--- config.mk ---
export PLATFORM = sky130hd
export DESIGN_NAME = ts_ss_queue
export DESIGN_NICKNAME = d
export VERILOG_FILES = /design/src/hw/rtl/ts_ss_pkg.sv /design/src/hw/rtl/ts_ss_queue.sv
export SDC_FILE = /design/constraint.sdc
export NUM_CORES = 1
export LEC_CHECK = 0
export BUFFER_PORTS_ARGS = -buffer_cell sky130_fd_sc_hd__buf_2
export CAP_MARGIN = 5
export CORE_MARGIN = 4
export CORE_UTILIZATION = 25
export DETAILED_ROUTE_END_ITERATION = 10
export HOLD_SLACK_MARGIN = 0.1
export PLACE_DENSITY = 0.51
export SLEW_MARGIN = 5
export SYNTH_ARGS = -nofsm -noshare
export SYNTH_HDL_FRONTEND = slang
export SYNTH_SLANG_ARGS = --single-unit
--- constraint.sdc ---
create_clock -name i_clk -period 4.9 [get_ports i_clk]
set_input_delay 0 -clock i_clk [delete_from_list [all_inputs] [get_ports i_clk]]
set_output_delay 0 -clock i_clk [all_outputs]
set_load 0.05 [all_outputs]
--- src/hw/rtl/ts_ss_pkg.sv ---
// ----------------------------------------------------------------------------
// ts_ss_pkg
// Shared types and constants for the transport stream sync search unit.
// ----------------------------------------------------------------------------
package ts_ss_pkg;

    localparam int RES_BITS    = 8;
    localparam int CONF_BITS   = 13;
    localparam int STATUS_BITS = 3;
    localparam int MIN_LENGTH  = 4;
    localparam int QUEUE_DEPTH = 4;
    localparam int QPTR_BITS   = $clog2(QUEUE_DEPTH);

    localparam logic [7:0]           SYNC_BYTE = 8'h47;
    localparam logic [CONF_BITS-1:0] RUN_MAX   = 13'h1FFF;
    localparam logic [7:0]           MIN_PACKETS_RST = 8'd3;

    localparam logic [STATUS_BITS-1:0] ST_FOUND    = 3'd0;
    localparam logic [STATUS_BITS-1:0] ST_NONE     = 3'd1;
    localparam logic [STATUS_BITS-1:0] ST_FEW      = 3'd2;
    localparam logic [STATUS_BITS-1:0] ST_SHORT    = 3'd3;
    localparam logic [STATUS_BITS-1:0] ST_OVERFLOW = 3'd4;

    // classification of one byte, handed from front to back
    typedef struct packed {
        logic                sync;
        logic                fresh;
        logic                last;
        logic                skip;
        logic [RES_BITS-1:0] res;
    } t_item_ctl;

endpackage

--- src/hw/rtl/ts_ss_queue.sv ---
// ----------------------------------------------------------------------------
// ts_ss_queue
// Short FIFO of classified items between front and back.
// ----------------------------------------------------------------------------
module ts_ss_queue #(
    parameter int WIDTH = 32
) (
    input  logic             i_clk,
    input  logic             i_rst_n,
    input  logic             i_push,
    input  logic [WIDTH-1:0] i_data,
    output logic             o_full,
    input  logic             i_pop,
    output logic [WIDTH-1:0] o_data,
    output logic             o_empty
);
    import ts_ss_pkg::*;

    logic [WIDTH-1:0]     r_slot [QUEUE_DEPTH];
    logic [QPTR_BITS-1:0] r_wr_ptr;
    logic [QPTR_BITS-1:0] r_rd_ptr;
    logic [QPTR_BITS:0]   r_count;

    assign o_full  = (r_count == (QPTR_BITS+1)'(QUEUE_DEPTH));
    assign o_empty = (r_count == '0);
    assign o_data  = r_slot[r_rd_ptr];

    always_ff @(posedge i_clk) begin
        if (i_push) begin
            r_slot[r_wr_ptr] <= i_data;
        end
    end

    always_ff @(posedge i_clk) begin
        if (!i_rst_n) begin
            r_wr_ptr <= '0;
            r_rd_ptr <= '0;
            r_count  <= '0;
        end else begin
            if (i_push) begin
                r_wr_ptr <= r_wr_ptr + QPTR_BITS'(1);
            end
            if (i_pop) begin
                r_rd_ptr <= r_rd_ptr + QPTR_BITS'(1);
            end
            if (i_push && !i_pop) begin
                r_count <= r_count + (QPTR_BITS+1)'(1);
            end else if (i_pop && !i_push) begin
                r_count <= r_count - (QPTR_BITS+1)'(1);
            end
        end
    end

endmodule

* Yosys cells after proc, flatten, opt, wreduce, memory -nomap -nowiden
Memory sizes are Yosys's and may differ from the RTL's. A register that Yosys moved wholly into a read port is not among the register bits.
Cells that the tools add are included.
** Storage, ports and cells
- Flip-flop bits (word level) :: 7
- Memories kept :: 1
- Word-level logic and storage cells :: 21
- Input port bits :: 36
- Output and inout bits :: 34
- RAM bits :: 128
** Memory list
- r_slot :: depth 4, width 32, read ports 1, clocked after memory_dff 1, write ports 1, line ts_ss_queue.sv:19 : logic [WIDTH-1:0] r_slot [QUEUE_DEPTH];
** Cells by class
- Add/sub/neg operators :: 4
- Reductions and logical operators :: 6
- Eq/ne operators :: 1
- Multiplexer cells :: 6
** Operator list (count)
- $mux W3 :: 2
- $add A2 B1 Y2 const B :: 2
- $mux W2 :: 2
- $add A3 B1 Y3 const B :: 1
- $eq A3 B3 Y1 const B :: 1
- $logic_not A3 Y1 :: 1
- $sub A3 B1 Y3 const B :: 1
- $logic_and A1 B1 Y1 :: 2
- $logic_not A1 Y1 :: 2
- $mux W1 :: 2
- $reduce_bool A2 Y1 :: 1

* Depth between registers and ports, before layout
Gate-level depths: netlist of run 1.
- Depth in word-level cells :: 4
- Gate-level depth with buffers :: 7
- Mapped depth without buffers :: 7

* Least setup slack after synthesis of run 1
OpenSTA, ideal clock, no wires.
- Path type :: flip-flop to flip-flop
- From :: reg r_wr_ptr[0]
- To :: mem r_slot[2][0] (enable)
- Data required time :: 4508 ps
- Library setup time :: 392 ps
- Clock period less this slack :: 1722 ps
- Cell stages (with the launch flop) :: 4
- Slack :: 3178 ps
- Arrival :: 1330 ps
- Path buffers :: 0
- Cell sequence :: dfxtp_1 -> inv_1 -> ha_1 -> and2_1
** RTL lines
- from (decl) :: line ts_ss_queue.sv:20 : logic [QPTR_BITS-1:0] r_wr_ptr;
- from (signal assigned) :: line ts_ss_queue.sv:41 : r_wr_ptr <= r_wr_ptr + QPTR_BITS'(1);
- to (decl) :: line ts_ss_queue.sv:19
No word-level cell before the write port.

==> results of run 1 <==
==> cell type report <==
cell class,instances,area [um2]
well taps,270,338
multi-input cells,62,983
inverters,4,15.0
flip-flops and latches,137,4030
repair buffers,106,713
clock inverters,12,109
clock buffers,19,433
fillers,1995,13600
==> stage by stage <==
step	std cells	cell area [um2]	hold WS, ns
floorplan	210	5100	0.0989
global placement	543	5720	0.211
detailed placement	543	5720	0.220
CTS	610	6620	0.318
global route	610	6620	0.336
finish	610	6620	0.341
==> final timing paths <==
| check | to | slack (ns) | from |
|---|---|---|---|
| hold / removal | r_slot[3][14]$_DFFE_PP_ | 0.34 | i_data[14] |
| setup / recovery | o_data[27] | 2.50 | register |
| hold reg to reg | r_count[2]$_SDFFE_PN0P_ | 0.52 | r_count[2]$_SDFFE_PN0P_ |
| setup reg to reg | r_slot[2][22]$_DFFE_PP_ | 3.15 | r_wr_ptr[0]$_SDFFE_PN0P_ |
==> metal layers <==
metal | GRT usage | share of wire | vias to the layer above
met5 | 0 | 0 | -
met4 | 0.0381 | 0.017 | 0
met3 | 0.0311 | 0.051 | 16
met2 | 0.147 | 0.50 | 52
met1 | 0.109 | 0.44 | 1234
li1 | - | - | 1107
==> cell families after synthesis <==
family	Yosys count	share of synthesized area
DFF	137	0.788
muxes	34	0.147
and+or+nand+nor	15	0.0179
buffers and inverters	11	0.0199
adders and majority gates	6	0.0162
xor gates and xnor gates	5	0.00858
AOI/OAI and AO/OA	2	0.00245
==> state kept, by name, indices dropped and copies added, names as in the netlist, named ones only <==
| name | cells |
|---|---|
| r_slot | 128 |
| r_rd_ptr | 2 |
| r_count | 3 |
| r_wr_ptr | 2 |
==> report_power, final <==
group	switching [W]	total [W]	internal, W
logic	0.000261	0.000397	0.000136
registers	0.0000339	0.00138	0.00134
clock network	0.000434	0.00117	0.000732
==> cells in the final DEF (no fill, tap or decap), types with 2 or more instances in the layout <==
cell type	instances
ha_1	5
xnor2_1	2
mux4_1	2
clkbuf_16	17
dfxtp_1	7
clkinv_2	3
mux4_2	30
clkbuf_1	2
dfxtp_2	2
dlygate4sd3_1	36
clkinvlp_4	2
and2_1	5
inv_1	4
xor2_1	3
edfxtp_1	128
nor2b_1	2
mux2i_1	2
bufinv_16	2
and2_2	4
buf_2	69
clkinv_1	5
==> critical path: cells and delay by family (launching register included) <==
| kind | cells | cell delay, ns |
|---|---|---|
| muxes | 1 | 0.60 |
| DFF | 1 | 0.69 |
| buffers and inverters | 2 | 0.69 |
==> reports/metrics.cfg, run 1 <==
[logic_synthesis]
synth_cells = 210
syn_nets = 252
ys_async_sr_fraction = 0
synth_top_area_frac = 0.753
synth_seq_area_share = 0.788
yosysTopAreaCell = edfxtp_1
ys_types = 21
yosys-top-cells-area = edfxtp_1, mux4_2, dfxtp_1
synth_most_common_cell = edfxtp_1
synth_edf_count = 128
yosys-top-cells-count = edfxtp_1, mux4_2, and2_1, dfxtp_1, ha_1
avgSynthCellArea_um2 = 24.3
yosys_warnings = 0
synth_area_um2 = 5100
synth_ff_type = edfxtp_1
ys_ff_latch = 137

[timing]
setup_tns_ns = 0
min_period_ns = 2.40
setup-violations-final = 0
min_period_over_period = 0.491
rsz0062_at_grt = false
skew_ns = 0.00451
finalMaxSlewViolations = 0
tightest_slew_ns = 0.965
hold_viol = 0
clock.fmax_ghz = 0.416
fin_ws_ns = 2.50
slew_headroom = 0.357

[place]
place_worst_setup_slack_ns = 2.80
port_buffers = 69
place_congestion = 0.596
dp.final_hpwl_um = 5780

[route]
viasPerCell = 3.95
first_iter_violations = 116
num_vias = 2409
drtAntennaViolNets = 0
drc = 0
first_pass_iters = 4
drt_wl_total_um = 9740
routedWlPerCell_um = 16.0

[layout]
final_util = 0.328
final_layout_size_suffix_gt1_frac = 0.382
final_nets = 370
syn2layout_area_growth_pct = 29.7
antenna_cells = 0

[clock_tree]
root_buffer = clkbuf_16
cts_buffer_depth = 2
cts_setup_buffers = 0
post_cts_resized = 0
cts_hold_repair.buffers = 36
tritoncts = built
clock-sinks = 137
cts_buffers = 17
cts.clk_slew.worst_paths_ns = 0.05
insertion_delay_ns = 0.40
cts-htree-levels = 4

[die]
die_x_um = 151
rows = 52
core_area_um2 = 20200
dieHeight_um = 151
die-area_um2 = 22800
io_pins = 70
initial_utilization = 0.253

[power]
total_power_w = 0.00294
power_leakage_nw = 2.25
powerDensity_nw_per_um2 = 444
ir_drop_v = 0.000225

[global_route]
grt_pass1_vias = 2752
grt_pass1_wl_um = 14800
overflow = 0
grt_max_degree = 33
track_usage = 0.0901
antenna_found_initial = 0

[worst_setup_path]
worst-path-max-fanout = 17
crit_chain = buf_4 > mux4_1 > buf_2
reg2reg_depth = 3
cp-end-kind = primary output
slowest_delay_ns = 0.69
crit_path_start_kind = register
crit_slowest_cell = dfxtp_2
path_class = reg -> out
crit_required_ns = 4.90
worstPathArrival_ns = 2.40

[hold_path]
hp-class = in -> reg
whs_path_depth = 2

[job]
cap_violations = 0

[run_status]
status = finished, final reports clean

(Power assumes the default switching activity.)
==> inputs of run 2 (changes only) <==
--- a/config.mk
+++ b/config.mk
@@ -11,7 +11,7 @@
 export CORE_UTILIZATION = 25
 export DETAILED_ROUTE_END_ITERATION = 10
 export HOLD_SLACK_MARGIN = 0.1
-export PLACE_DENSITY = 0.51
+export PLACE_DENSITY = 0.53
 export SLEW_MARGIN = 5
 export SYNTH_ARGS = -nofsm -noshare
 export SYNTH_HDL_FRONTEND = slang
==> constraint.sdc (replaced) <==
create_clock -name i_clk -period 2.2 [get_ports i_clk]
set_input_delay 0 -clock i_clk [delete_from_list [all_inputs] [get_ports i_clk]]
set_output_delay 0 -clock i_clk [all_outputs]
set_load 0.05 [all_outputs]
==> run 2 against run 1 <==
Utilization rose by 0.61 points. Final cell count is 1.8% higher. Sequential power rose by 120%. Cell area up 1.9%. Via count grew 3.4%. Worst setup slack got worse by 2.2 ns. Sequential share of layout area decreased by 1.1 points. Total power is 130% higher. Sequential cell count did not move. Clock power up 130%. Wire length increased by 2.0%. Critical path type unchanged. Largest power group unchanged.
==> reports/metrics.cfg, run 2 (synthesis gave the netlist of run 1 again) <==
[run_status]
status = finished, final reports clean

[worst_setup_path]
worstPathArrival_ns = 1.93  ; -0.47 ns
cp-end-kind = primary output
path_class = reg -> out
slowest_delay_ns = 0.61  ; -0.08 ns
crit_chain = buf_4 > mux4_1 > buf_2
crit_required_ns = 2.20  ; -2.70 ns
crit_slowest_cell = mux4_1
r2r_slack_ns = 0.68  ; -2.47 ns
reg2reg_from = r_count[0]$_SDFFE_PN0P_
r2r_end = r_count[2]$_SDFFE_PN0P_
worst-path-max-fanout = 17  ; unchanged
crit_path_start_kind = register
reg2reg_depth = 4  ; +1

[route]
drc = 0  ; unchanged
drt_wl_total_um = 9940  ; +2.0%
num_vias = 2492  ; +3.4%
drtAntennaViolNets = 0  ; unchanged
first_iter_violations = 94  ; -19%
first_pass_iters = 4  ; unchanged
viasPerCell = 4.01  ; +1.6%
routedWlPerCell_um = 16.0  ; +0.23%

[hold_path]
whs_path_depth = 2  ; unchanged
min_to = r_slot[1][27]$_DFFE_PP_
hp-start = i_data[27]
hp-class = in -> reg

[die]
rows = 52  ; unchanged
die-area_um2 = 22800  ; unchanged
die_x_um = 151  ; unchanged
initial_utilization = 0.253  ; unchanged
io_pins = 70  ; unchanged
core_area_um2 = 20200  ; unchanged
dieHeight_um = 151  ; unchanged

[layout]
registers.top_by_ff_count = r_slot
antenna_cells = 0  ; unchanged
reg.largest.list = r_slot (128), r_count (3)
mostFrequentLayoutCells = edfxtp_1, buf_2, dlygate4sd3_1
final_common_cell = edfxtp_1
final_util = 0.334  ; +0.00614
final_layout_size_suffix_gt1_frac = 0.419  ; +0.0365
largest_reg_flops = 128  ; unchanged
final_nets = 380  ; +2.7%
syn2layout_area_growth_pct = 32.1

[clock_tree]
insertion_delay_ns = 0.41  ; about the same
clock-sinks = 137  ; unchanged
cts_buffers = 17  ; unchanged
tritoncts = built
cts_setup_buffers = 0  ; unchanged
cts-htree-levels = 4  ; unchanged
root_buffer = clkbuf_16
cts_buffer_depth = 2  ; unchanged
post_cts_resized = 0  ; unchanged
cts.clk_slew.worst_paths_ns = 0.07  ; +0.02 ns

[timing]
hold_viol = 0  ; unchanged
slew_headroom = 0.728  ; +0.371
fin_ws_ns = 0.272  ; -2.22 ns
min_period_over_period = 0.876
clock.fmax_ghz = 0.519
min_period_ns = 1.93
tightest_slew_ns = 0.408  ; -0.557 ns
setup_tns_ns = 0  ; unchanged
rsz0062_at_grt = false
finalMaxSlewViolations = 0  ; unchanged
skew_ns = 0.00710  ; +0.00258 ns
setup-violations-final = 0  ; unchanged

[power]
powerDensity_nw_per_um2 = 992  ; +120%
ir_drop_v = 0.000568  ; +150%
total_power_w = 0.00669  ; +130%
power_leakage_nw = 2.33  ; +3.3%

[global_route]
grt_pass1_vias = 2751  ; -0.036%
overflow = 0  ; unchanged
grt_max_degree = 22  ; -33%
antenna_found_initial = 1  ; +1
grt_pass1_wl_um = 15200  ; +2.4%
track_usage = 0.0924  ; +0.00231

[place]
place_worst_setup_slack_ns = 0.655  ; -2.14 ns
dp.final_hpwl_um = 6130  ; +6.1%
port_buffers = 69  ; unchanged
place_congestion = 0.617  ; +3.4%

[job]
cap_violations = 0  ; unchanged

-- run 2: cell types whose count changed in the layout (fill, tap and decap cells not counted) --
cell / delta
clkinv_4: +3
buf_4: +8
bufinv_16: -1
clkinv_1: -4
clkinv_2: -1
clkbuf_1: -2
inv_6: +5
buf_12: +2
inv_8: +1
-- run 2: power by group --
part / internal [W] / switching [W]
Sequential: 0.00299 / 0.0000477
Clock: 0.00158 / 0.00114
Combinational: 0.000326 / 0.000614
Total: 0.00489 / 0.00180
-- run 2: worst max-delay path by stage --
stage | startpoint | endpoint | cells after the start
finish | register | o_data[27] | 3
global route | register | o_data[27] | 3
CTS | register | o_data[27] | 3
detailed placement | i_push | r_count[2]$_SDFFE_PN0P_ | 7
global placement | register | o_data[27] | 3
floorplan | r_wr_ptr[0]$_SDFFE_PN0P_ | r_slot[2][0]$_DFFE_PP_ | 3
-- run 2: through the flow --
stage | instances | hold slack (ns) | instance area, um2
final | 621 | 0.335 | 6740
after global routing | 621 | 0.332 | 6740
after CTS | 621 | 0.312 | 6740
after detailed placement | 553 | 0.219 | 5820
after global placement | 553 | 0.209 | 5820
after floorplan | 210 | 0.0989 | 5100
-- run 2: final cells by class --
type	instances	area, um2
Clock buffer	17	425
Clock inverter	15	140
Fill cell	1971	13400
Inverter	4	15.0
Multi-Input combinational cell	62	983
Sequential cell	137	4030
Tap cell	270	338
Timing Repair Buffer	116	813
-- run 2: worst max-delay path: cells and delay by family (launching register included) --
family / cells / cell delay [ns]
buffers and inverters: 2 / 0.58
multiplexers: 1 / 0.61
flip-flops: 1 / 0.33
-- run 2: layer usage --
layer | global-route usage | part of all wire
met4 | 0.0354 | 0.017
met3 | 0.0308 | 0.042
met1 | 0.110 | 0.43
met5 | 0 | 0.00070
met2 | 0.156 | 0.51
-- run 2: repair_timing --
item / 4_1_cts / 5_1_grt
endpoints found under the setup margin: 0 / 0
hold buffers: 36 / 0
hold endpoints to repair: 137 / 0
