==> config.mk <==
export PLATFORM = sky130hd
export DESIGN_NAME = ts_ss_front
export DESIGN_NICKNAME = d
export VERILOG_FILES = /design/src/hw/rtl/ts_ss_pkg.sv /design/src/hw/rtl/ts_ss_front.sv
export SDC_FILE = /design/constraint.sdc
export NUM_CORES = 1
export LEC_CHECK = 0
export BUFFER_PORTS_ARGS = -buffer_cell sky130_fd_sc_hd__buf_2
export CORE_ASPECT_RATIO = 1.4
export CORE_MARGIN = 3
export CORE_UTILIZATION = 40
export CTS_CLUSTER_DIAMETER = 150
export CTS_CLUSTER_SIZE = 14
export DETAILED_ROUTE_END_ITERATION = 16
export PLACE_DENSITY_LB_ADDON = 0.1
export SETUP_SLACK_MARGIN = 0.05
export SLEW_MARGIN = 20
export SYNTH_ARGS = -nofsm -noshare
export SYNTH_HDL_FRONTEND = slang
export SYNTH_SLANG_ARGS = --single-unit
==> constraint.sdc <==
create_clock -name i_clk -period 2 [get_ports i_clk]
set_input_delay 0.1 -clock i_clk [delete_from_list [all_inputs] [get_ports i_clk]]
set_output_delay 0.1 -clock i_clk [all_outputs]
set_load 0.01 [all_outputs]
==> src/hw/rtl/ts_ss_pkg.sv <==
// ----------------------------------------------------------------------------
// ts_ss_pkg
// Shared types and constants for the transport stream sync search unit.
// ----------------------------------------------------------------------------
package ts_ss_pkg;

    localparam int RES_BITS    = 8;
    localparam int CONF_BITS   = 13;
    localparam int STATUS_BITS = 3;
    localparam int MIN_LENGTH  = 4;
    localparam int QUEUE_DEPTH = 4;
    localparam int QPTR_BITS   = $clog2(QUEUE_DEPTH);

    localparam logic [7:0]           SYNC_BYTE = 8'h47;
    localparam logic [CONF_BITS-1:0] RUN_MAX   = 13'h1FFF;
    localparam logic [7:0]           MIN_PACKETS_RST = 8'd3;

    localparam logic [STATUS_BITS-1:0] ST_FOUND    = 3'd0;
    localparam logic [STATUS_BITS-1:0] ST_NONE     = 3'd1;
    localparam logic [STATUS_BITS-1:0] ST_FEW      = 3'd2;
    localparam logic [STATUS_BITS-1:0] ST_SHORT    = 3'd3;
    localparam logic [STATUS_BITS-1:0] ST_OVERFLOW = 3'd4;

    // classification of one byte, handed from front to back
    typedef struct packed {
        logic                sync;
        logic                fresh;
        logic                last;
        logic                skip;
        logic [RES_BITS-1:0] res;
    } t_item_ctl;

endpackage

==> src/hw/rtl/ts_ss_front.sv <==
// ----------------------------------------------------------------------------
// ts_ss_front
// Accepts bytes, tracks position, residue and overflow, classifies each item.
// ----------------------------------------------------------------------------
module ts_ss_front #(
    parameter int PACKET_BYTES  = 188,
    parameter int POSITION_BITS = 20
) (
    input  logic                     i_clk,
    input  logic                     i_rst_n,
    input  logic                     i_valid,
    output logic                     o_stall,
    input  logic [7:0]               i_data_byte,
    input  logic                     i_last,
    input  logic                     i_full,
    output logic                     o_push,
    output ts_ss_pkg::t_item_ctl     o_ctl,
    output logic [POSITION_BITS-1:0] o_pos
);
    import ts_ss_pkg::*;

    localparam int CNT_BITS = POSITION_BITS + 1;

    logic [CNT_BITS-1:0] r_cnt;
    logic [RES_BITS-1:0] r_res;
    logic                r_ovf;
    logic                skip;

    assign o_stall = i_full;
    assign o_push  = i_valid && !i_full;

    // top bit of the count set means the buffer already holds 2^POSITION_BITS bytes
    assign skip = r_ovf || r_cnt[CNT_BITS-1];

    always_comb begin
        o_ctl.sync  = (i_data_byte == SYNC_BYTE);
        o_ctl.fresh = (r_cnt < CNT_BITS'(PACKET_BYTES));
        o_ctl.last  = i_last;
        o_ctl.skip  = skip;
        o_ctl.res   = r_res;
        o_pos       = r_cnt[POSITION_BITS-1:0];
    end

    always_ff @(posedge i_clk) begin
        if (!i_rst_n) begin
            r_cnt <= '0;
            r_res <= '0;
            r_ovf <= 1'b0;
        end else if (o_push) begin
            if (i_last) begin
                r_cnt <= '0;
                r_res <= '0;
                r_ovf <= 1'b0;
            end else if (skip) begin
                r_ovf <= 1'b1;
            end else begin
                r_cnt <= r_cnt + CNT_BITS'(1);
                r_res <= (r_res == RES_BITS'(PACKET_BYTES - 1)) ? '0 : r_res + RES_BITS'(1);
            end
        end
    end

endmodule

Yosys cells after proc, flatten, opt, wreduce, memory -nomap -nowiden

Index checks and enable logic that the tools add are counted.

Register bits: 30
Bits of input ports: 13
Output and inout bits: 34
Word-level logic and storage cells: 22

Add/subtract/negate cells: 2
$lt $le $gt $ge: 1
Equality and inequality tests: 3
Muxes and demuxes: 7
Reduce and logical (&&, ||, !) cells: 6

Operators with widths:

| kind                                                | count |
|---|---|
| two-way mux 21 bit                                  | 2 |
| two-way mux 8 bit                                   | 3 |
| adder 21 x 1 -> 21 bit, second input constant       | 1 |
| < comparator 21 x 8 -> 1 bit, second input constant | 1 |
| adder 8 x 1 -> 8 bit, second input constant         | 1 |
| equality test 8 x 7 -> 1 bit, second input constant | 1 |
| equality test 8 bit, second input constant          | 1 |
| AND reduction 2 bit                                 | 2 |
| two-way mux 1 bit                                   | 2 |
| inequality test 2 bit, second input constant        | 1 |
| nonzero test 2 bit                                  | 1 |
| logical AND 1 bit                                   | 1 |
| zero test 1 bit                                     | 1 |
| logical OR 1 bit                                    | 1 |

Longest topological paths before layout

Gate-level depths: netlist of the first run.

Word-level depth: 4
Mapped depth: 6
Mapped depth without buffers: 5

Least setup slack after synthesis of the first run

OpenSTA, ideal clock, no wires.

Kind: register -> register
Start point: register r_cnt[3]
End point: register r_cnt[16]
Setup time: 0.070 ns
Arrival time: 1.760 ns
Data required time: 1.930 ns
Setup slack: 0.169 ns
Cell stages (with the launch flop): 6
Buffers on the path: 1
Period minus slack after synthesis: 1.831 ns
Path through: dfxtp_1 nand4_1 or3_4 buf_6 or4_1 a21oi_1

Cells in the longest elaborated chain, start to end: 3

Ends and longest elaborated chain:

| item                   | RTL line          | text |
|---|---|---|
| start, declared        | ts_ss_front.sv:24 | `logic [CNT_BITS-1:0] r_cnt;` |
| start signal, assigned | ts_ss_front.sv:57 | `r_cnt <= r_cnt + CNT_BITS'(1);` |
| adder 21 x 1 -> 21 bit | ts_ss_front.sv:57 |  |
| two-way mux 21 bit     | ts_ss_front.sv:54 | `end else if (skip) begin` |
| two-way mux 21 bit     | ts_ss_front.sv:50 | `if (i_last) begin` |

No other way between the ends. The select of a mux whose other input is x is not followed.
A chain may end at the register's enable or synchronous reset.

Final worst setup path of the first run

Start point: register r_cnt[0]
End point: register r_cnt[16]

The elaborated chain is that of the path after synthesis.

==> results of run 1 <==
kinds of logic (layout without fill, tap and decap cells):
group,Yosys count,after routing,share of synthesized area
AOI/OAI and AO/OA,34,34,0.1277
xor gates and xnor gates,13,13,0.06716
adders and majority gates,2,2,0.01476
buffers and inverters,34,65,0.1358
DFF,30,30,0.3542
muxes,1,1,0.005904
and+or+nand+nor,86,86,0.2945
critical path: cells and delay by family (launching register included):
| kind | cells | cell delay [ps] |
|---|---|---|
| adders and majority gates | 1 | 170 |
| DFF | 1 | 400 |
| AOI/OAI and AO/OA | 1 | 150 |
| and+or+nand+nor | 3 | 1030 |
cell type report:
type | instances | area [sq um] | area share
clock buffers | 7 | 86.33 | 0.04510
inverters | 4 | 15.01 | 0.007843
multi-input cells | 136 | 869.6 | 0.4542
well taps | 43 | 53.80 | 0.02810
clock inverters | 1 | 5.005 | 0.002614
flip-flops and latches | 30 | 601.8 | 0.3144
repair buffers | 53 | 282.8 | 0.1477
path summary, 6_finish.rpt:
kind / from / to / depth (start not counted)
setup / recovery: r_cnt[0]$_SDFFE_PN0P_ / r_cnt[16]$_SDFFE_PN0P_ / 5
hold / removal: i_rst_n / r_ovf$_SDFFE_PN0P_ / 3
setup reg to reg: r_cnt[0]$_SDFFE_PN0P_ / r_cnt[16]$_SDFFE_PN0P_ / 5
hold reg to reg: r_cnt[1]$_SDFFE_PN0P_ / r_cnt[1]$_SDFFE_PN0P_ / 2
through the flow:
step	std cells	setup slack, ps	hold WS, ps	cell area (sq um)
2_1_floorplan	200	169.5	228.2	1695
4_1_cts	274	79.13	114.5	1908
5_1_grt	274	85.30	144.8	1914
3_5_place_dp	266	112.7	407.0	1817
3_3_place_gp	266	194.7	414.1	1817
6_report	274	189.7	120.2	1914
flip-flops by register name, indices dropped and copies added (netlist names):
signal / flops
r_cnt: 21
r_res: 8
r_ovf: 1
Yosys cell counts, types with 3 or more instances:
cell,number
nor4_1,6
or3_2,3
nor2b_1,4
or4_1,5
nor2_1,15
and4_1,4
o31ai_1,3
nand3_1,7
xnor2_1,8
dfxtp_1,30
a21boi_0,3
nand2_1,13
nor3_1,5
buf_4,23
a21oi_1,12
xor2_1,5
inv_1,4
o21ai_0,8
or3_1,3
clkbuf_1,4
nand4_1,7
repair_timing:
item	4_1_cts	5_1_grt
buffers inserted	0	0
endpoints found under the hold margin	0	0
hold buffers	0	0
gates resized for setup	0	2
endpoints found under the setup margin	0	2
power groups by stage:
stage / clock [mW] / sequential (mW) / combinational [mW]
final: 0.495 / 0.605 / 0.0660
after floorplan: 0 / 0.618 / 0.0425
after CTS: 0.518 / 0.605 / 0.0664
after global routing: 0.544 / 0.605 / 0.0731
after global placement: 0 / 0.618 / 0.0655
after detailed placement: 0 / 0.618 / 0.0662
routing by layer:
layer,vias to the layer above,wire length [microns],global-route usage
met2,49,1925,0.2659
met5,-,0,0
met1,711,1585,0.2050
met4,0,42,0.05325
li1,757,-,-
met3,4,197,0.04355
==> impl_metrics.yaml, run 1 <==
logic_synthesis:
  synth_edf_count: 0
  seq_area_frac_synth: 0.3542
  syn_avg_cell_area_sq_um: 8.477
  synth_flop_cell: "dfxtp_1"
  synthCells: 200
  synth-seq-cells: 30
  synthTopCellsByArea: "dfxtp_1 (35%), buf_4 (10%), xnor2_1 (4.1%), a21oi_1 (3.5%), nor2_1 (3.3%)"
  synth_fp_nets: 215
  async_flop_share: 0
  ys_types: 44
  synth_area_sq_mm: 0.001695
  ys_warn_count: 0
  synth_top_area_frac: 0.3542
  yosysTopAreaCell: "dfxtp_1"
power_and_ir_drop:
  p_per_area_mw_per_mm2: 608.9
  combPwrFrac: 0.057
  switching_share: 0.2225
  clkPwrFrac: 0.424
  p_int_mw: 0.9063
  leakagePower_nw: 0.7840
  fin_total_pwr_mw: 1.166
  ir_drop_mv: 0.3856
  switching_power_mw: 0.2593
  p_seq_frac: 0.519
worst_setup_path:
  crit_arrival_ps: 2020
  max_stage_delay_ps: 510
  criticalPathCategory: "reg2reg"
  crit_slowest_cell: "or4_1"
  worstSetupStartpointType: "register"
  critPathMaxFanout: 10
  worstPathRequired_ps: 2210
  path_cells: "ha_1, nand3b_1, or3_4, or4_1, a21oi_1"
  r2r_setup_slack_ps: 190
  endpoint_kind: "register"
sta:
  tns_ps: 0
  skew_ps: 5.941
  hold_violations: 0
  setup_viol: 0
  fmax_mhz: 552.4
  drv_slew: 0
  fin_crit_ps: 1810
  fin_crit_sh: 0.9051
  worst_pin_slew_ps: 528.0
  rsz0062_at_grt: "false"
  relSlewSlack: 0.6473
finish:
  fin_util: 0.4762
  final_cell_mix: "buf_2 (46), dfxtp_1 (29), nor2_1 (15)"
  area_growth_pct: 12.92
  fillers: 418
  drive_gt1_frac: 0.3030
  finish.net_count: 245
  n_antenna_cell: 0
  layout_commonest_cell: "buf_2"
floorplan:
  num_rows: 27
  die_w_microns: 61.02
  pin_count: 47
  core_area_sq_mm: 0.004020
  initial_utilization: 0.4217
  die_h_microns: 83.03
  die_area_sq_mm: 0.005066
drt:
  wl_per_cell_microns: 13.69
  routed_wl_microns: 3751
  viasPerCell: 5.551
  first_iter_violations: 69
  drc: 0
  vias: 1521
  dr.pass1.iters: 4
  ant_nets: 0
clocking:
  cts_buffer_depth: 2
  cts_sinks: 30
  htreeDepth: 2
  cts.clk_slew.worst_paths_ps: 60
  cts-root-buf: "clkbuf_8"
  clkLatencyLatePin_ps: 270
  tritoncts: "built"
  numCtsBuffers: 5
placed_design:
  dpl.hpwl_microns: 2826
  routabilityCongestion: 0.7732
  port_buffers: 46
global_route:
  grt_pass1_vias: 1499
  antenna_found_initial: 0
  grt_max_degree: 19
  grt_pass1_wl_microns: 6665
  grtUsageTotal: 0.1644
  overflow: 0
run_status:
  status: "completed"
run:
  cap_viol_max_count: 0
hold_path:
  min_path_type: "in2reg"
Power figures use the tool's default switching activity.
==> inputs of run 2 (changes only) <==
--- a/config.mk
+++ b/config.mk
@@ -13,6 +13,7 @@
 export CTS_CLUSTER_SIZE = 14
 export DETAILED_ROUTE_END_ITERATION = 16
 export PLACE_DENSITY_LB_ADDON = 0.1
+export REMOVE_ABC_BUFFERS = 1
 export SETUP_SLACK_MARGIN = 0.05
 export SLEW_MARGIN = 20
 export SYNTH_ARGS = -nofsm -noshare
==> run 2 against run 1 <==
Net effect:
- non-clock buffer count is 1 lower
- sequential share of layout area about the same
- via count rose by 0.20%
- sequential power is essentially flat
- clock-buffer cell count unchanged
- die area did not move
- clock power rose by 1%
- cell count decreased by 0.36%
==> impl_metrics.yaml, run 2 (synthesized netlist as in run 1, its figures left out) <==
power_and_ir_drop:
  switching_share: 0.2279
  p_seq_frac: 0.515
  leakagePower_nw: 0.7793
  fin_total_pwr_mw: 1.174
  combPwrFrac: 0.057
  switching_power_mw: 0.2677
  p_int_mw: 0.9066
  clkPwrFrac: 0.428
  ir_drop_mv: 0.3875
  p_per_area_mw_per_mm2: 614.2
worst_setup_path:
  crit_slowest_cell: "or4_1"
  crit_arrival_ps: 2010
  path_cells: "ha_1, nand3b_1, or3_4, or4_1, a21oi_1"
  criticalPathCategory: "reg2reg"
  critPathMaxFanout: 10
  critPathTopFamily: "simple AND/OR/NAND/NOR gates"
  max_stage_delay_ps: 520
  worstPathRequired_ps: 2210
  endpoint_kind: "register"
  worstSetupStartpointType: "register"
  cp.buffers_inverters: 0
global_route:
  grt_max_degree: 19
  grtUsageTotal: 0.1661
  grt_pass1_vias: 1439
  antenna_found_initial: 0
  grt_pass1_wl_microns: 6568
  overflow: 0
finish:
  reg_top3: "r_cnt: 21 flops, r_res: 8 flops, r_ovf: 1 flops"
  finish.net_count: 244
  n_antenna_cell: 0
  largest_reg_flops: 21
  top_register: "r_cnt"
  final_cell_mix: "buf_2 (46), dfxtp_1 (29), nor2_1 (15)"
  ff_latch_area_sq_um: 601.8
  area_growth_pct: 12.77
  multi_input_area_sq_um: 874.6
  layout_commonest_cell: "buf_2"
  drive_gt1_frac: 0.3043
  fillers: 425
  fin_cells: 273
hold_path:
  min_path_type: "in2reg"
floorplan:
  num_rows: 27
  initial_utilization: 0.4217
  die_h_microns: 83.03
  die_area_sq_mm: 0.005066
  pin_count: 47
  die_w_microns: 61.02
  core_area_sq_mm: 0.004020
clocking:
  tritoncts: "built"
  clkLatencyLatePin_ps: 280
  numCtsBuffers: 5
  htreeDepth: 2
  cts_buffer_depth: 2
  cts_sinks: 30
  cts_setup_buffers: 0
  cts.clk_slew.worst_paths_ps: 60
  cts-root-buf: "clkbuf_8"
drt:
  dr.pass1.iters: 4
  viasPerCell: 5.582
  vias: 1524
  routed_wl_microns: 3868
  first_iter_violations: 48
  ant_nets: 0
  drc: 0
  wl_per_cell_microns: 14.17
sta:
  rsz0062_at_grt: "false"
  fmax_mhz: 556.0
  skew_ps: 3.196
  worst_slack_ps: 201.3
  setup_viol: 0
  fin_crit_ps: 1799
  relSlewSlack: 0.6437
  fin_crit_sh: 0.8993
  worst_pin_slew_ps: 529.7
  hold_violations: 0
  tns_ps: 0
  hold_slack_ps: 123.9
  drv_slew: 0
placed_design:
  dpl.cell_count: 265
  routabilityCongestion: 0.7886
  dpl.hpwl_microns: 2973
  post-place-ws_ps: 165.0
  port_buffers: 46
run_status:
  status: "completed"
run:
  cap_viol_max_count: 0
[run 2: cell count changes in the layout (fill, tap and decap cells not counted)]
cell / previous run / this run
a211oi_1: 1 / 0
a211oi_2: 0 / 1
buf_4: 7 / 6
[run 2: worst min-delay path: stages]
cell and delay (ps):
buf_2 140, o21ai_0 80, a21oi_1 40
[run 2: power by group through the flow]
stage          Clock (mW)  Sequential [mW]  Combinational [mW]
2_1_floorplan           0            0.619              0.0313
4_1_cts             0.520            0.605              0.0673
6_report            0.502            0.605              0.0672
3_3_place_gp            0            0.618              0.0657
3_5_place_dp            0            0.618              0.0670
5_1_grt             0.552            0.605              0.0744
[run 2: path summary, 6_finish.rpt]
check                        start                endpoint  slack, ps  cells after the start
max          r_cnt[0]$_SDFFE_PN0P_  r_cnt[16]$_SDFFE_PN0P_        200                      5
min                        i_rst_n      r_ovf$_SDFFE_PN0P_        120                      3
max reg2reg  r_cnt[0]$_SDFFE_PN0P_  r_cnt[16]$_SDFFE_PN0P_        200                      5
min reg2reg  r_cnt[1]$_SDFFE_PN0P_   r_cnt[1]$_SDFFE_PN0P_        500                      2
[run 2: metal layers]
metal	global-route usage	part of all wire	wire length (microns)
met1	0.1740	0.38	1483
met2	0.2967	0.56	2169
met3	0.04666	0.041	157
met4	0.06114	0.015	58
met5	0	0	0
[run 2: layout make-up]
class / instances / share of cell area
clock buffers: 7 / 0.04516
clock inverters: 1 / 0.002618
inverters: 4 / 0.007853
multi-input cells: 136 / 0.4575
flip-flops and latches: 30 / 0.3148
well taps: 43 / 0.02814
repair buffers: 52 / 0.1440
[run 2: per-stage QoR]
stage | cell area, sq um | util
6_report | 1912 | 0.4756
5_1_grt | 1912 | 0.4756
4_1_cts | 1901 | 0.4728
3_5_place_dp | 1809 | 0.4500
3_3_place_gp | 1809 | 0.4500
2_1_floorplan | 1480 | -
[run 2: timing repair]
action,CTS,global route
resized for setup,0,3
endpoints found under the hold margin,0,0
setup endpoints to repair,0,4
hold buffers,0,0
==> inputs of run 3 (changes only) <==
==> constraint.sdc (replaced) <==
create_clock -name i_clk -period 1.9 [get_ports i_clk]
set_input_delay 0.095 -clock i_clk [delete_from_list [all_inputs] [get_ports i_clk]]
set_output_delay 0.095 -clock i_clk [all_outputs]
set_load 0.01 [all_outputs]
==> run 3 against run 2 <==
Net effect:
- first-iteration DRC count up 58%
- via count down 0.26%
- maximum frequency up 2.2%
- worst hold slack better by 0.80 ps
- clock-buffer cell count unchanged
- flip-flop and latch count unchanged
- cell area up 2.5%
- global-route usage down 0.83 points
- sequential power up 5.3%
- combinational power up 4.5%
- non-clock buffer count up 6
- routed wire length up 0.62%
- critical endpoint is now r_cnt[15]$_SDFFE_PN0P_
- largest cell class unchanged
- largest power group unchanged
==> impl_metrics.yaml, run 3 (synthesized netlist as in run 1, its figures left out) <==
run_status:
  status: "completed"
worst_setup_path:
  worstSetupStartpointType: "register"
  r2r_setup_slack_ps: 140
  cp.buffers_inverters: 0
  endpoint_kind: "register"
  crit_slowest_cell: "or4_1"
  r2r-start: "r_cnt[20]$_SDFFE_PN0P_"
  critPathTopFamily: "simple AND/OR/NAND/NOR gates"
  r2r-end: "r_cnt[15]$_SDFFE_PN0P_"
  crit_path_start: "r_cnt[20]$_SDFFE_PN0P_"
  criticalPathCategory: "reg2reg"
  critPathMaxFanout: 11
  max_stage_delay_ps: 510
  path_cells: "o21ba_4, or3_4, or4_1, a21oi_2"
  cp_num_cells: 4
  worstPathRequired_ps: 2110
  crit_path_end: "r_cnt[15]$_SDFFE_PN0P_"
  r2r_cells: 4
  crit_arrival_ps: 1970
drt:
  ant_nets: 0
  drc: 0
  first_iter_violations: 76
  viasPerCell: 5.448
  dr.pass1.iters: 4
  vias: 1520
  routed_wl_microns: 3892
  wl_per_cell_microns: 13.95
sta:
  fin_crit_ps: 1760
  skew_ps: 8.363
  rsz0062_at_grt: "false"
  drv_slew: 0
  hold_violations: 0
  hold_slack_ps: 124.7
  fin_crit_sh: 0.9263
  tns_ps: 0
  worst_pin_slew_ps: 521.6
  fmax_mhz: 568.2
  setup_viol: 0
  relSlewSlack: 0.6491
clocking:
  tritoncts: "built"
  cts_buffer_depth: 2
  htreeDepth: 2
  cts-root-buf: "clkbuf_8"
  numCtsBuffers: 5
  cts_sinks: 30
  cts_hold_buf: 0
  cts.clk_slew.worst_paths_ps: 70
  clkLatencyLatePin_ps: 280
finish:
  finish.net_count: 250
  final_area_sq_mm: 0.001959
  final_cell_mix: "buf_2 (46), dfxtp_1 (28), nor2_1 (15)"
  drive_gt1_frac: 0.3305
  top_register: "r_cnt"
  reg_top3: "r_cnt: 21 flops, r_res: 8 flops, r_ovf: 1 flops"
  area_growth_pct: 15.57
  layout_commonest_cell: "buf_2"
  largest_reg_flops: 21
  n_antenna_cell: 0
floorplan:
  pin_count: 47
  die_area_sq_mm: 0.005066
  core_area_sq_mm: 0.004020
  initial_utilization: 0.4217
  die_h_microns: 83.03
  num_rows: 27
  die_w_microns: 61.02
placed_design:
  port_buffers: 46
  routabilityCongestion: 0.7788
  placed_cell_area_sq_mm: 0.001839
  dpl.hpwl_microns: 2961
global_route:
  grt_max_degree: 19
  grtUsageTotal: 0.1577
  overflow: 0
  grt_pass1_vias: 1394
  antenna_found_initial: 0
  grt_pass1_wl_microns: 6285
power_and_ir_drop:
  leakagePower_nw: 0.8093
  p_per_area_mw_per_mm2: 630.4
  ir_drop_mv: 0.3577
run:
  cap_viol_max_count: 0
hold_path:
  min_path_type: "in2reg"
[run 3: where the power goes]
part	leakage, nW	internal, mW	switching [mW]	total [mW]
combinational	0.518	0.0300	0.0402	0.0702
sequential	0.243	0.633	0.00427	0.637
clock	0.0482	0.292	0.236	0.528
total	0.809	0.955	0.281	1.24
[run 3: worst min-delay path, cell delays in order]
cell and delay (ps):
buf_2 140, o21ai_0 80, a21oi_1 40
[run 3: through the flow]
| stage | util | cells | worst slack [ps] | power [mW] |
|---|---|---|---|---|
| 6_report | 0.4874 | 279 | 140.1 | 1.235 |
| 5_1_grt | 0.4874 | 279 | 48.31 | 1.286 |
| 4_1_cts | 0.4815 | 277 | 76.11 | 1.252 |
| 3_5_place_dp | 0.4575 | 269 | 52.76 | 0.7204 |
| 3_3_place_gp | 0.4575 | 269 | 89.21 | 0.7193 |
| 2_1_floorplan | - | 170 | 30.14 | 0.6842 |
[run 3: layout make-up]
type                    instances  area, sq um
inverters                       4        15.01
clock inverters                 1        5.005
repair buffers                 58        317.8
flip-flops and latches         30        603.1
multi-input cells             136        878.3
well taps                      43        53.80
clock buffers                   7        86.33
fillers                       395         2061
[run 3: timing repair]
| action | CTS | global route |
|---|---|---|
| cloned | 0 | 0 |
| pin swaps | 0 | 1 |
| setup buffers | 0 | 2 |
| hold endpoints to repair | 0 | 0 |
| setup endpoints to repair | 1 | 3 |
| gates resized for setup | 1 | 4 |
[run 3: worst min path at each step]
stage                     startpoint            endpoint  slack [ps]  cells after the start
after global placement       i_rst_n  r_ovf$_SDFFE_PN0P_         410                      3
final                        i_rst_n  r_ovf$_SDFFE_PN0P_         120                      3
after detailed placement     i_rst_n  r_ovf$_SDFFE_PN0P_         420                      3
after CTS                    i_rst_n  r_ovf$_SDFFE_PN0P_         120                      3
after global routing         i_rst_n  r_ovf$_SDFFE_PN0P_         140                      3
after floorplan               i_last            o_ctl[9]         190                      0
[run 3: per-layer routing]
layer  global-route usage  wire (microns)  up-vias
met5                    0               0        -
met4              0.05523              56        0
met3              0.03888             126        6
met2               0.2794            2156       33
met1               0.1724            1553      712
li1                     -               -      769
